<file path="src/rtl/prl_pkg.sv">
package prl_pkg;

    localparam int MAX_FRAMES = 512;
    localparam int PAGE_W     = 20;
    localparam int FC_W       = 10;
    localparam int CNT_TOT_W  = 32;

    localparam int IDX_W   = (MAX_FRAMES > 1) ? $clog2(MAX_FRAMES) : 1;
    localparam int FILL_W  = $clog2(MAX_FRAMES + 1);
    localparam int CNT_W   = (FILL_W > FC_W) ? FILL_W : FC_W;

    // match tree: 8-way nodes, one register level per node level
    localparam int LVLS    = (IDX_W + 2) / 3;
    localparam int PAD_W   = 3 * LVLS;
    localparam int PAD     = 1 << PAD_W;
    localparam int NODES   = PAD / 8;
    localparam int LVL_W   = (LVLS > 1) ? $clog2(LVLS) : 1;

    localparam int IN_TDATA_W  = ((PAGE_W + 7) / 8) * 8;
    localparam int RES_W       = 2 + PAGE_W + 2 * CNT_TOT_W;
    localparam int OUT_TDATA_W = ((RES_W + 7) / 8) * 8;

    localparam logic CFG_POLICY = 1'b0;
    localparam logic CFG_FRAMES = 1'b1;

    localparam logic POL_FIFO = 1'b0;
    localparam logic POL_LRU  = 1'b1;

    typedef struct packed {
        logic              fill;
        logic              shift;
        logic [IDX_W-1:0]  fill_pos;
        logic [IDX_W-1:0]  start;
        logic [IDX_W-1:0]  last;
        logic [PAGE_W-1:0] page;
    } t_cell_ctl;

endpackage

</file>
<file path="src/rtl/prl_cell.sv">
module prl_cell import prl_pkg::*; (
    input  logic              i_clk,
    input  logic              i_rst_n,
    input  logic [IDX_W-1:0]  i_pos,
    input  t_cell_ctl         i_ctl,
    input  logic [PAGE_W-1:0] i_next_tag,
    output logic [PAGE_W-1:0] o_tag,
    output logic              o_valid,
    output logic              o_match
);

    logic [PAGE_W-1:0] r_tag;
    logic              r_valid;
    logic              r_match;
    logic              w_fill_here;

    assign w_fill_here = i_ctl.fill && (i_pos == i_ctl.fill_pos);

    always_ff @(posedge i_clk) begin
        if (!i_rst_n) begin
            r_valid <= 1'b0;
            r_match <= 1'b0;
        end else begin
            if (w_fill_here) begin
                r_valid <= 1'b1;
            end
            r_match <= r_valid && (r_tag == i_ctl.page);
        end
    end

    // ordered by age: position 0 is the oldest, the newest sits at last
    always_ff @(posedge i_clk) begin
        if (w_fill_here) begin
            r_tag <= i_ctl.page;
        end else if (i_ctl.shift && r_valid) begin
            if (i_pos == i_ctl.last) begin
                r_tag <= i_ctl.page;
            end else if (i_pos >= i_ctl.start && i_pos < i_ctl.last) begin
                r_tag <= i_next_tag;
            end
        end
    end

    assign o_tag   = r_tag;
    assign o_valid = r_valid;
    assign o_match = r_match;

endmodule

</file>
<file path="config.mk">
export PLATFORM = sky130hd
export DESIGN_NAME = prl_cell
export DESIGN_NICKNAME = d
export VERILOG_FILES = /design/src/rtl/prl_pkg.sv /design/src/rtl/prl_cell.sv
export SDC_FILE = /design/constraint.sdc
export NUM_CORES = 1
export LEC_CHECK = 0
export BUFFER_PORTS_ARGS = -buffer_cell sky130_fd_sc_hd__buf_2
export CAP_MARGIN = 25
export CORE_UTILIZATION = 47
export DETAILED_ROUTE_END_ITERATION = 10
export GPL_TIMING_DRIVEN = 0
export PLACE_DENSITY = 0.86
export SETUP_SLACK_MARGIN = 0.02
export SYNTH_ARGS = -nofsm -noshare
export SYNTH_HDL_FRONTEND = slang
export SYNTH_SLANG_ARGS = --single-unit
</file>
<file path="constraint.sdc">
create_clock -name i_clk -period 4.55 [get_ports i_clk]
set_input_delay 0.6825 -clock i_clk [delete_from_list [all_inputs] [get_ports i_clk]]
set_output_delay 0.6825 -clock i_clk [all_outputs]
set_load 0.01 [all_outputs]
</file>
# Word-level counts from Yosys, hierarchy flattened
# Cells that the tools add are included.
# Widths: inputs -> output; s select.
[op_classes]
n_lt_le_gt_ge = 2
eq_ne = 3
n_mux = 4
reduce_logical = 7
[op_table]
columns = ["op", "n"]
rows = [
  ["$mux 20", 4],
  ["$eq 20x20->1", 1],
  ["$eq 9x9->1", 2],
  ["$ge 9x9->1", 1],
  ["$lt 9x9->1", 1],
  ["$logic_and 1x1->1", 4],
  ["$reduce_bool 3->1", 1],
  ["$reduce_and 2->1", 1],
  ["$reduce_bool 2->1", 1],
]
[totals]
regBits = 22
output_inout_bits = 22
word_cells = 19

# Depth between registers and ports, before layout
# Gate-level depths: netlist of run 1.
[logic_depth]
depth_word = 6
ltp_mapped = 8
mapped_depth_nobuf = 7

# Least setup slack after synthesis of run 1
# OpenSTA, ideal clock, no wires.
[synth_path]
kind = "input-to-reg"
from = "input port i_ctl[28] (netlist name)"
to = "register r_tag[0] (netlist: o_tag[0]), enable pin"
arrival_ps = 2092
t_required_ps = 4098
slack_ps = 2006
stages = 7
n_path_buf = 0
cell_sequence = "inv_1 > ha_1 > nand4_1 > o311ai_0 > a211oi_1 > o31ai_1 > nand3_1"
[synth_via]
elab_chain_cells = 4
word_cells_on_any_way = 5
cone_classes = "1 x order compare; 1 x eq/ne; 3 x reduce/logical"
[synth_lines]
columns = ["element", "line_no", "text"]
rows = [
  ["start: declaration", "prl_cell.sv:5", "input t_cell_ctl i_ctl,"],
  ["$lt 9x9->1", "prl_cell.sv:38", "end else if (i_pos >= i_ctl.start && i_pos < i_ctl.last) begin"],
  ["$logic_and 1x1->1", "prl_cell.sv:38", ""],
  ["$reduce_bool 3->1 (no source line) (*)", "--", ""],
  ["$reduce_and 2->1 (no source line) (*)", "--", ""],
  ["end signal: assignment", "prl_cell.sv:34", "r_tag <= i_ctl.page;"],
  ["end signal: assignment", "prl_cell.sv:37", "r_tag <= i_ctl.page;"],
  ["end signal: assignment", "prl_cell.sv:39", "r_tag <= i_next_tag;"],
  ["end: declaration", "prl_cell.sv:12", "logic [PAGE_W-1:0] r_tag;"],
]
# Every way passes the cells marked *; elsewhere a longest branch is shown, timed or not.
# A chain may end at the register's enable or synchronous reset.

# Worst setup path in the final report of run 1
[layout_path]
from = "input port i_pos[8]"
to = "register r_tag[3] (netlist: o_tag[3]), enable pin"
[layout_via]
elab_chain_cells = 4
word_cells_on_any_way = 9
cone_classes = "2 x order compare; 2 x eq/ne; 5 x reduce/logical"
[layout_lines]
columns = ["element", "line_no", "text"]
rows = [
  ["start: declaration", "prl_cell.sv:4", "input logic [IDX_W-1:0] i_pos,"],
  ["$ge 9x9->1, or another cell as far along", "prl_cell.sv:38", ""],
  ["$logic_and 1x1->1 (on tied branches)", "prl_cell.sv:38, prl_cell.sv:17", ""],
  ["$reduce_bool 3->1 (no source line) / $reduce_bool 2->1 (equally long branches)", "--", ""],
  ["$reduce_and 2->1 (no source line) (*)", "--", ""],
]
# Marks and branches as above.

==> results.txt, run 1 <==
----------------------------------------------------
[Run]
  Max-Cap Viols ... 0

[Timing]
  Minimum clock period ... 2.69 ns
  Final Max Slew Viols ... 0
  Aggregate negative setup slack ... 0 ns
  Final clock period utilization by the worst path ... 0.591
  Number of hold-slack violations in the final timing report ... 0
  Achievable clock frequency ... 372 MHz
  Tightest slew margin relative to the limit ... 0.376
  Number of failing setup endpoints in the final timing report ... 0
  Worst-margin pin slew ... 0.934 ns
  Slack of the critical path ... 1.86 ns
  RSZ-0062 raised after global routing ... no
  Setup clock skew after layout ... 0.00700 ns

[Yosys]
  EDFF count, synth ... 20
  Register area share after synthesis ... 0.376
  Register bit total from synthesis ... 22
  Commonest cells in the synthesized netlist ... 20 x edfxtp_1, 20 x mux2_2, 19 x inv_1, 18 x ha_1, 17 x xnor2_1
  Library cell with the largest summed area after synthesis ... edfxtp_1
  Distinct cell type count after synthesis ... 23
  Yosys warns ... 0
  Synthesized area ... 1700 um^2
  Top-area cell type share of the netlist area ... 0.353
  Number of cells produced by synthesis ... 154
  Average cell area after synthesis ... 11.0 um^2
  Synth area leaders ... edfxtp_1 35%, ha_1 13%, mux2_2 13%, xnor2_1 8.8%, xor2_1 6.2%
  Syn Nets ... 252
  Most frequently used flop master after synthesis ... edfxtp_1
  Share of synthesized registers carrying an async set or reset ... 0

[Drt]
  Detail Route Antenna Nets ... 0
  Per-cell routed wire length ... 12.4 um
  Routed wire length ... 3780 um
  Number of iterations in the first detailed-routing pass ... 3
  Via count ... 1490
  DR iter-0 viols ... 35
  DRC viols ... 0
  Detail-routed via count per cell ... 4.89

[Pwr]
  Switching power ... 104 uW
  Seq pwr share ... 0.470
  Logic gate share of total power ... 0.216
  Leakage ... 1.10 nW
  Max IR drop VDD ... 0.251 mV
  Power per cell area ... 202 nW/um^2
  Switching share of total power ... 0.221
  Share of total power in the clock network ... 0.314
  Int Power ... 365 uW

[Final layout]
  Post-route cell area ... 2320 um^2
  Area added between synthesis and finish ... 36.2%
  Post-route core utilization ... 0.684
  Number of non-filler instances in the completed layout ... 305
  Fraction of layout instances using a drive strength above 1 ... 0.494
  N_diodes ... 0
  Layout Nets ... 358

[Status]
  Run status ... completed

[Setup path]
  Worst path buffer plus inverter count ... 1
  Data required, critical path ... 4.35 ns
  Worst setup path endpoint ... o_tag[3]$_DFFE_PP_
  Cell with the largest stage delay on the worst path ... nand3_1
  Kind of launch point of the worst setup path ... primary input
  Number of logic stages on the critical path including buffering ... 7
  End of the worst register-to-register path ... o_tag[3]$_DFFE_PP_
  Worst Reg-to-Reg Cells ... 5
  Maximum fanout count along the critical path ... 20
  Delay of the slowest cell on the worst path ... 0.71 ns
  Arrival time at the worst endpoint ... 2.50 ns
  RR Startpoint ... o_valid$_SDFFE_PN0P_
  Reg-to-reg slack, setup ... 2.40 ns
  Critical path type ... primary input to flop
  Worst Setup End Kind ... flop
  First element of the critical path ... i_pos[8]
  Kind of cell adding the most delay to the critical path ... simple AND/OR/NAND/NOR gates
  Worst path cell trace ... buf_2 > ha_1 > nand4_1 > o311ai_0 > a211oi_1 > o31ai_1 > nand3_1

[Global route]
  Overflow after GRT ... 0
  Initial antenna violation count ... 0
  GR Util All Layers ... 0.214
  First-pass GRT wire length ... 6600 um
  Largest net degree at the start of global routing ... 21
  Vias in the first global route ... 1532

[Placement]
  # port buffers ... 101
  Post-DP HPWL ... 3350 um
  Dpl ws ... 1.49 ns
  Area after detailed placement ... 2260 um^2
  Number of cells in the design after placement ... 301
  Global placer's final weighted congestion ... 0.852

[Clock tree]
  Hold buffers post-CTS ... 0
  TritonCTS clock tree ... yes
  Buffers from clock root to sink, at most ... 2
  Clock latency on the worst-skew pair ... 0.31 ns
  CTS H-tree depth ... 1
  Count of cells resized by post-cts repair ... 0
  Clock transition at the registers of the reported paths ... 0.12 ns
  Number of buffers created by CTS ... 3
  Sink Count ... 22
  Post-CTS Setup Repair Bufs ... 0
  Clk root buf ... clkbuf_4

[Die]
  Placement row count ... 21
  DIE WIDTH ... 62.2 um
  Floorplan Core Area ... 3390 um^2
  Num ports ... 102
  Die footprint ... 3870 um^2
  Die Y-Extent ... 62.2 um
  Initial core utilization ... 0.502

[Worst hold path]
  Path type of the worst min-delay path ... flop to flop

----------------------------------------------------
## how the worst min path moves through the flow
| stage | cells after the start | to | start | slack [ns] |
|---|---|---|---|---|
| final | 1 | o_valid$_SDFFE_PN0P_ | o_valid$_SDFFE_PN0P_ | 0.54 |
| after global routing | 2 | o_valid$_SDFFE_PN0P_ | i_rst_n | 0.57 |
| after CTS | 1 | o_valid$_SDFFE_PN0P_ | o_valid$_SDFFE_PN0P_ | 0.55 |
| after detailed placement | 1 | o_valid$_SDFFE_PN0P_ | o_valid$_SDFFE_PN0P_ | 0.52 |
| after global placement | 1 | o_valid$_SDFFE_PN0P_ | o_valid$_SDFFE_PN0P_ | 0.51 |
| after floorplan | 2 | o_match$_SDFF_PN0_ | o_valid$_SDFFE_PN0P_ | 0.50 |
## stage by stage
stage / power [mW] / hold WS [ns]
2_1_floorplan: 0.277 / 0.500
3_5_place_dp: 0.327 / 0.519
6_report: 0.469 / 0.543
4_1_cts: 0.471 / 0.549
5_1_grt: 0.496 / 0.572
3_3_place_gp: 0.323 / 0.507
## logic make-up (layout without fill, tap and decap cells)
family | after synthesis | count (layout) | share of synthesized area
buf+inv | 21 | 126 | 0.0551
mux | 20 | 20 | 0.132
flops | 22 | 22 | 0.376
simple gates | 29 | 29 | 0.101
compound gates | 15 | 15 | 0.0537
fa+ha+maj | 18 | 18 | 0.132
xor+xnor | 29 | 29 | 0.149
## placed cells by master (no fill, tap or decap)
| master | netlist | layout |
|---|---|---|
| xnor2_1 | 17 | 17 |
| a211oi_1 | 3 | 3 |
| mux2_2 | 20 | 20 |
| buf_2 | 0 | 101 |
| a21oi_1 | 6 | 6 |
| o21ai_0 | 3 | 3 |
| nor4_1 | 3 | 3 |
| o31ai_1 | 1 | 1 |
| nand2_1 | 5 | 5 |
| buf_6 | 2 | 2 |
| nand3_1 | 4 | 4 |
| inv_1 | 19 | 19 |
| and2_1 | 1 | 1 |
| dfxtp_1 | 2 | 2 |
| xor2_1 | 12 | 12 |
| ha_1 | 18 | 18 |
| and4_1 | 1 | 1 |
| nand4_1 | 9 | 9 |
| nor4_4 | 1 | 1 |
| o311ai_0 | 1 | 1 |
| nand2b_1 | 1 | 1 |
| edfxtp_1 | 20 | 20 |
| o21a_1 | 1 | 1 |
| clkbuf_4 | 0 | 3 |
| bufinv_16 | 0 | 1 |
| nor2_1 | 4 | 4 |
## worst reg2reg max path, stage by stage, from the launching register on
cell	delay [ns]
dfxtp_1	0.39
and2_1	0.19
o311ai_0	0.14
a211oi_1	0.24
o31ai_1	0.11
nand3_1	0.71
## routing by layer
layer  track usage  vias to the layer above  wire, um
met3        0.0460                        4       163
met1         0.254                      682      1570
met4        0.0349                        0        39
met5             0                        -         0
met2         0.397                       40      2010
li1              -                      764         -
## cell type report
cell class	instances	area (um^2)
Tap cell	46	57.6
Sequential cell	22	641
Multi-Input combinational cell	111	967
Clock buffer	3	22.5
Fill cell	300	1070
Timing Repair Buffer	101	505
Clock inverter	1	30.0
Buffer	2	22.5
Inverter	19	71.3
## sequential cells by signal (all words and copies together) (netlist names)
name,cells
o_tag,20
o_match,1
o_valid,1
## power by group through the flow
stage,clock network [mW],logic (mW),registers [mW]
2_1_floorplan,0,0.0515,0.225
3_3_place_gp,0,0.0980,0.225
3_5_place_dp,0,0.102,0.225
4_1_cts,0.149,0.102,0.220
5_1_grt,0.159,0.116,0.221
6_report,0.147,0.101,0.220
Power figures use the tool's default switching activity.
==> run 2: changes to the inputs <==
--- a/config.mk
+++ b/config.mk
@@ -7,10 +7,10 @@
 export LEC_CHECK = 0
 export BUFFER_PORTS_ARGS = -buffer_cell sky130_fd_sc_hd__buf_2
 export CAP_MARGIN = 25
-export CORE_UTILIZATION = 47
+export CORE_UTILIZATION = 44
 export DETAILED_ROUTE_END_ITERATION = 10
 export GPL_TIMING_DRIVEN = 0
-export PLACE_DENSITY = 0.86
+export PLACE_DENSITY = 0.81
 export SETUP_SLACK_MARGIN = 0.02
 export SYNTH_ARGS = -nofsm -noshare
 export SYNTH_HDL_FRONTEND = slang
==> constraint.sdc (replaced) <==
create_clock -name i_clk -period 2.65 [get_ports i_clk]
set_input_delay 0.3975 -clock i_clk [delete_from_list [all_inputs] [get_ports i_clk]]
set_output_delay 0.3975 -clock i_clk [all_outputs]
set_load 0.01 [all_outputs]
==> run 2 against run 1 <==
Net effect:
- power increased by 83%
- sequential cell count unchanged
- combinational power increased by 73%
- routed wire length about the same
- final area up 1.1%
- sequential share of layout area down 0.31 points
- via count increased by 1.9%
- critical path depth unchanged
- die area increased by 6.6%
- global-route usage fell by 2.1 points
- largest cell class unchanged
- highest routed layer unchanged
==> results.txt, run 2 (synthesis gave the netlist of run 1 again) <==
----------------------------------------------------
[Status]
  Run status ... completed

[Setup path]
  Arrival time at the worst endpoint ... 2.08 ns
  Worst Setup End Kind ... flop
  Maximum fanout count along the critical path ... 20
  RR Startpoint ... o_valid$_SDFFE_PN0P_
  Critical path type ... primary input to flop
  Reg-to-reg slack, setup ... 0.79 ns
  End of the worst register-to-register path ... o_tag[17]$_DFFE_PP_
  Worst Reg-to-Reg Cells ... 5
  Data required, critical path ... 2.50 ns
  Kind of launch point of the worst setup path ... primary input

[Timing]
  Setup clock skew after layout ... 0.00489 ns
  Final clock period utilization by the worst path ... 0.842
  Number of failing setup endpoints in the final timing report ... 0
  RSZ-0062 raised after global routing ... no
  Number of hold-slack violations in the final timing report ... 0
  Tightest slew margin relative to the limit ... 0.647
  Final Max Slew Viols ... 0
  Worst-margin pin slew ... 0.528 ns
  WHS ... 0.356 ns
  Minimum clock period ... 2.23 ns
  Achievable clock frequency ... 448 MHz

[Drt]
  Via count ... 1518
  DR iter-0 viols ... 57
  DRC viols ... 0
  Number of iterations in the first detailed-routing pass ... 4
  Routed wire length ... 3780 um
  Detail-routed via count per cell ... 4.94
  Per-cell routed wire length ... 12.3 um
  Detail Route Antenna Nets ... 0

[Die]
  Initial core utilization ... 0.461
  Die Y-Extent ... 64.2 um
  Die footprint ... 4120 um^2
  Num ports ... 102
  Placement row count ... 22
  Floorplan Core Area ... 3690 um^2
  DIE WIDTH ... 64.2 um

[Clock tree]
  Buffers from clock root to sink, at most ... 2
  CTS H-tree depth ... 1
  Clock latency on the worst-skew pair ... 0.26 ns
  Number of buffers created by CTS ... 3
  Sink Count ... 22
  Clock transition at the registers of the reported paths ... 0.07 ns
  Clk root buf ... clkbuf_8
  TritonCTS clock tree ... yes
  Hold buffers post-CTS ... 0

[Placement]
  Global placer's final weighted congestion ... 0.810
  # port buffers ... 101
  Area after detailed placement ... 2270 um^2
  Post-DP HPWL ... 3290 um

[Global route]
  First-pass GRT wire length ... 6130 um
  GR Util All Layers ... 0.193
  Initial antenna violation count ... 0
  Overflow after GRT ... 0
  Vias in the first global route ... 1469
  Largest net degree at the start of global routing ... 21

[Final layout]
  Fraction of layout instances using a drive strength above 1 ... 0.498
  Post-route cell area ... 2340 um^2
  Max reg flops ... 20
  Most frequent cells in the layout ... 101 x buf_2, 20 x mux2_2, 20 x edfxtp_1
  N_diodes ... 0
  Area added between synthesis and finish ... 37.7%
  Most common library cell in the layout ignoring fill and taps ... buf_2
  Layout Nets ... 358

[Pwr]
  Leakage ... 1.12 nW
  Max IR drop VDD ... 0.495 mV
  Power per cell area ... 367 nW/um^2

[Run]
  Max-Cap Viols ... 0

[Worst hold path]
  Launch point of the worst hold path ... i_rst_n
  Number of stages on the worst hold path ... 2
  Hold Crit Endpoint ... o_valid$_SDFFE_PN0P_
  Path type of the worst min-delay path ... primary input to flop

----------------------------------------------------
## run 2: worst max-delay path by stage
| stage | from | endpoint | slack (ns) | depth (start not counted) |
|---|---|---|---|---|
| after floorplan | i_ctl[28] | o_tag[0]$_DFFE_PP_ | 0.39 | 7 |
| after global placement | i_pos[8] | o_tag[11]$_DFFE_PP_ | -0.14 | 7 |
| after detailed placement | i_pos[8] | o_tag[11]$_DFFE_PP_ | -0.22 | 7 |
| after CTS | i_pos[8] | o_tag[5]$_DFFE_PP_ | 0.06 | 7 |
| after global routing | i_pos[8] | o_tag[17]$_DFFE_PP_ | 0.28 | 7 |
| final | i_pos[8] | o_tag[17]$_DFFE_PP_ | 0.42 | 7 |
## run 2: through the flow
stage	cells	power [mW]	setup TNS, ns	util	worst slack, ns
after CTS	307	0.869	0	0.634	0.0632
after floorplan	154	0.475	0	-	0.391
after global placement	303	0.554	-2.71	0.615	-0.136
after global routing	307	0.907	0	0.635	0.283
final	307	0.860	0	0.635	0.420
after detailed placement	303	0.561	-4.45	0.615	-0.223
## run 2: timing repair
item	4_1_cts	5_1_grt
setup buffers	0	0
endpoints found under the setup margin	0	20
resized for setup	0	1
## run 2: where the power goes
| group | total, mW | leakage, nW | switching [mW] | internal [mW] |
|---|---|---|---|---|
| clock | 0.307 | 0.0357 | 0.105 | 0.202 |
| sequential | 0.378 | 0.196 | 0.000261 | 0.378 |
| combinational | 0.175 | 0.884 | 0.0785 | 0.0962 |
| total | 0.860 | 1.12 | 0.184 | 0.676 |
## run 2: per-layer routing
metal | GRT usage | share of wire | up-vias
met4 | 0.0639 | 0.019 | 0
li1 | - | - | 764
met2 | 0.360 | 0.52 | 52
met1 | 0.217 | 0.41 | 694
met5 | 0 | 0 | -
met3 | 0.0375 | 0.052 | 8
## run 2: critical path: stages
cell,delay (ns)
buf_2,0.12
ha_1,0.30
nand4_1,0.15
o311ai_0,0.37
a211oi_1,0.10
o31ai_1,0.12
nand3_2,0.50
## run 2: layout make-up
class,instances,area [um^2]
sequential,22,641
multi-input combinational,111,972
buffer,2,22.5
clock inverter,1,30.0
timing repair buffer,101,505
inverter,19,71.3
tap,48,60.1
clock buffer,3,41.3
fill,333,1350
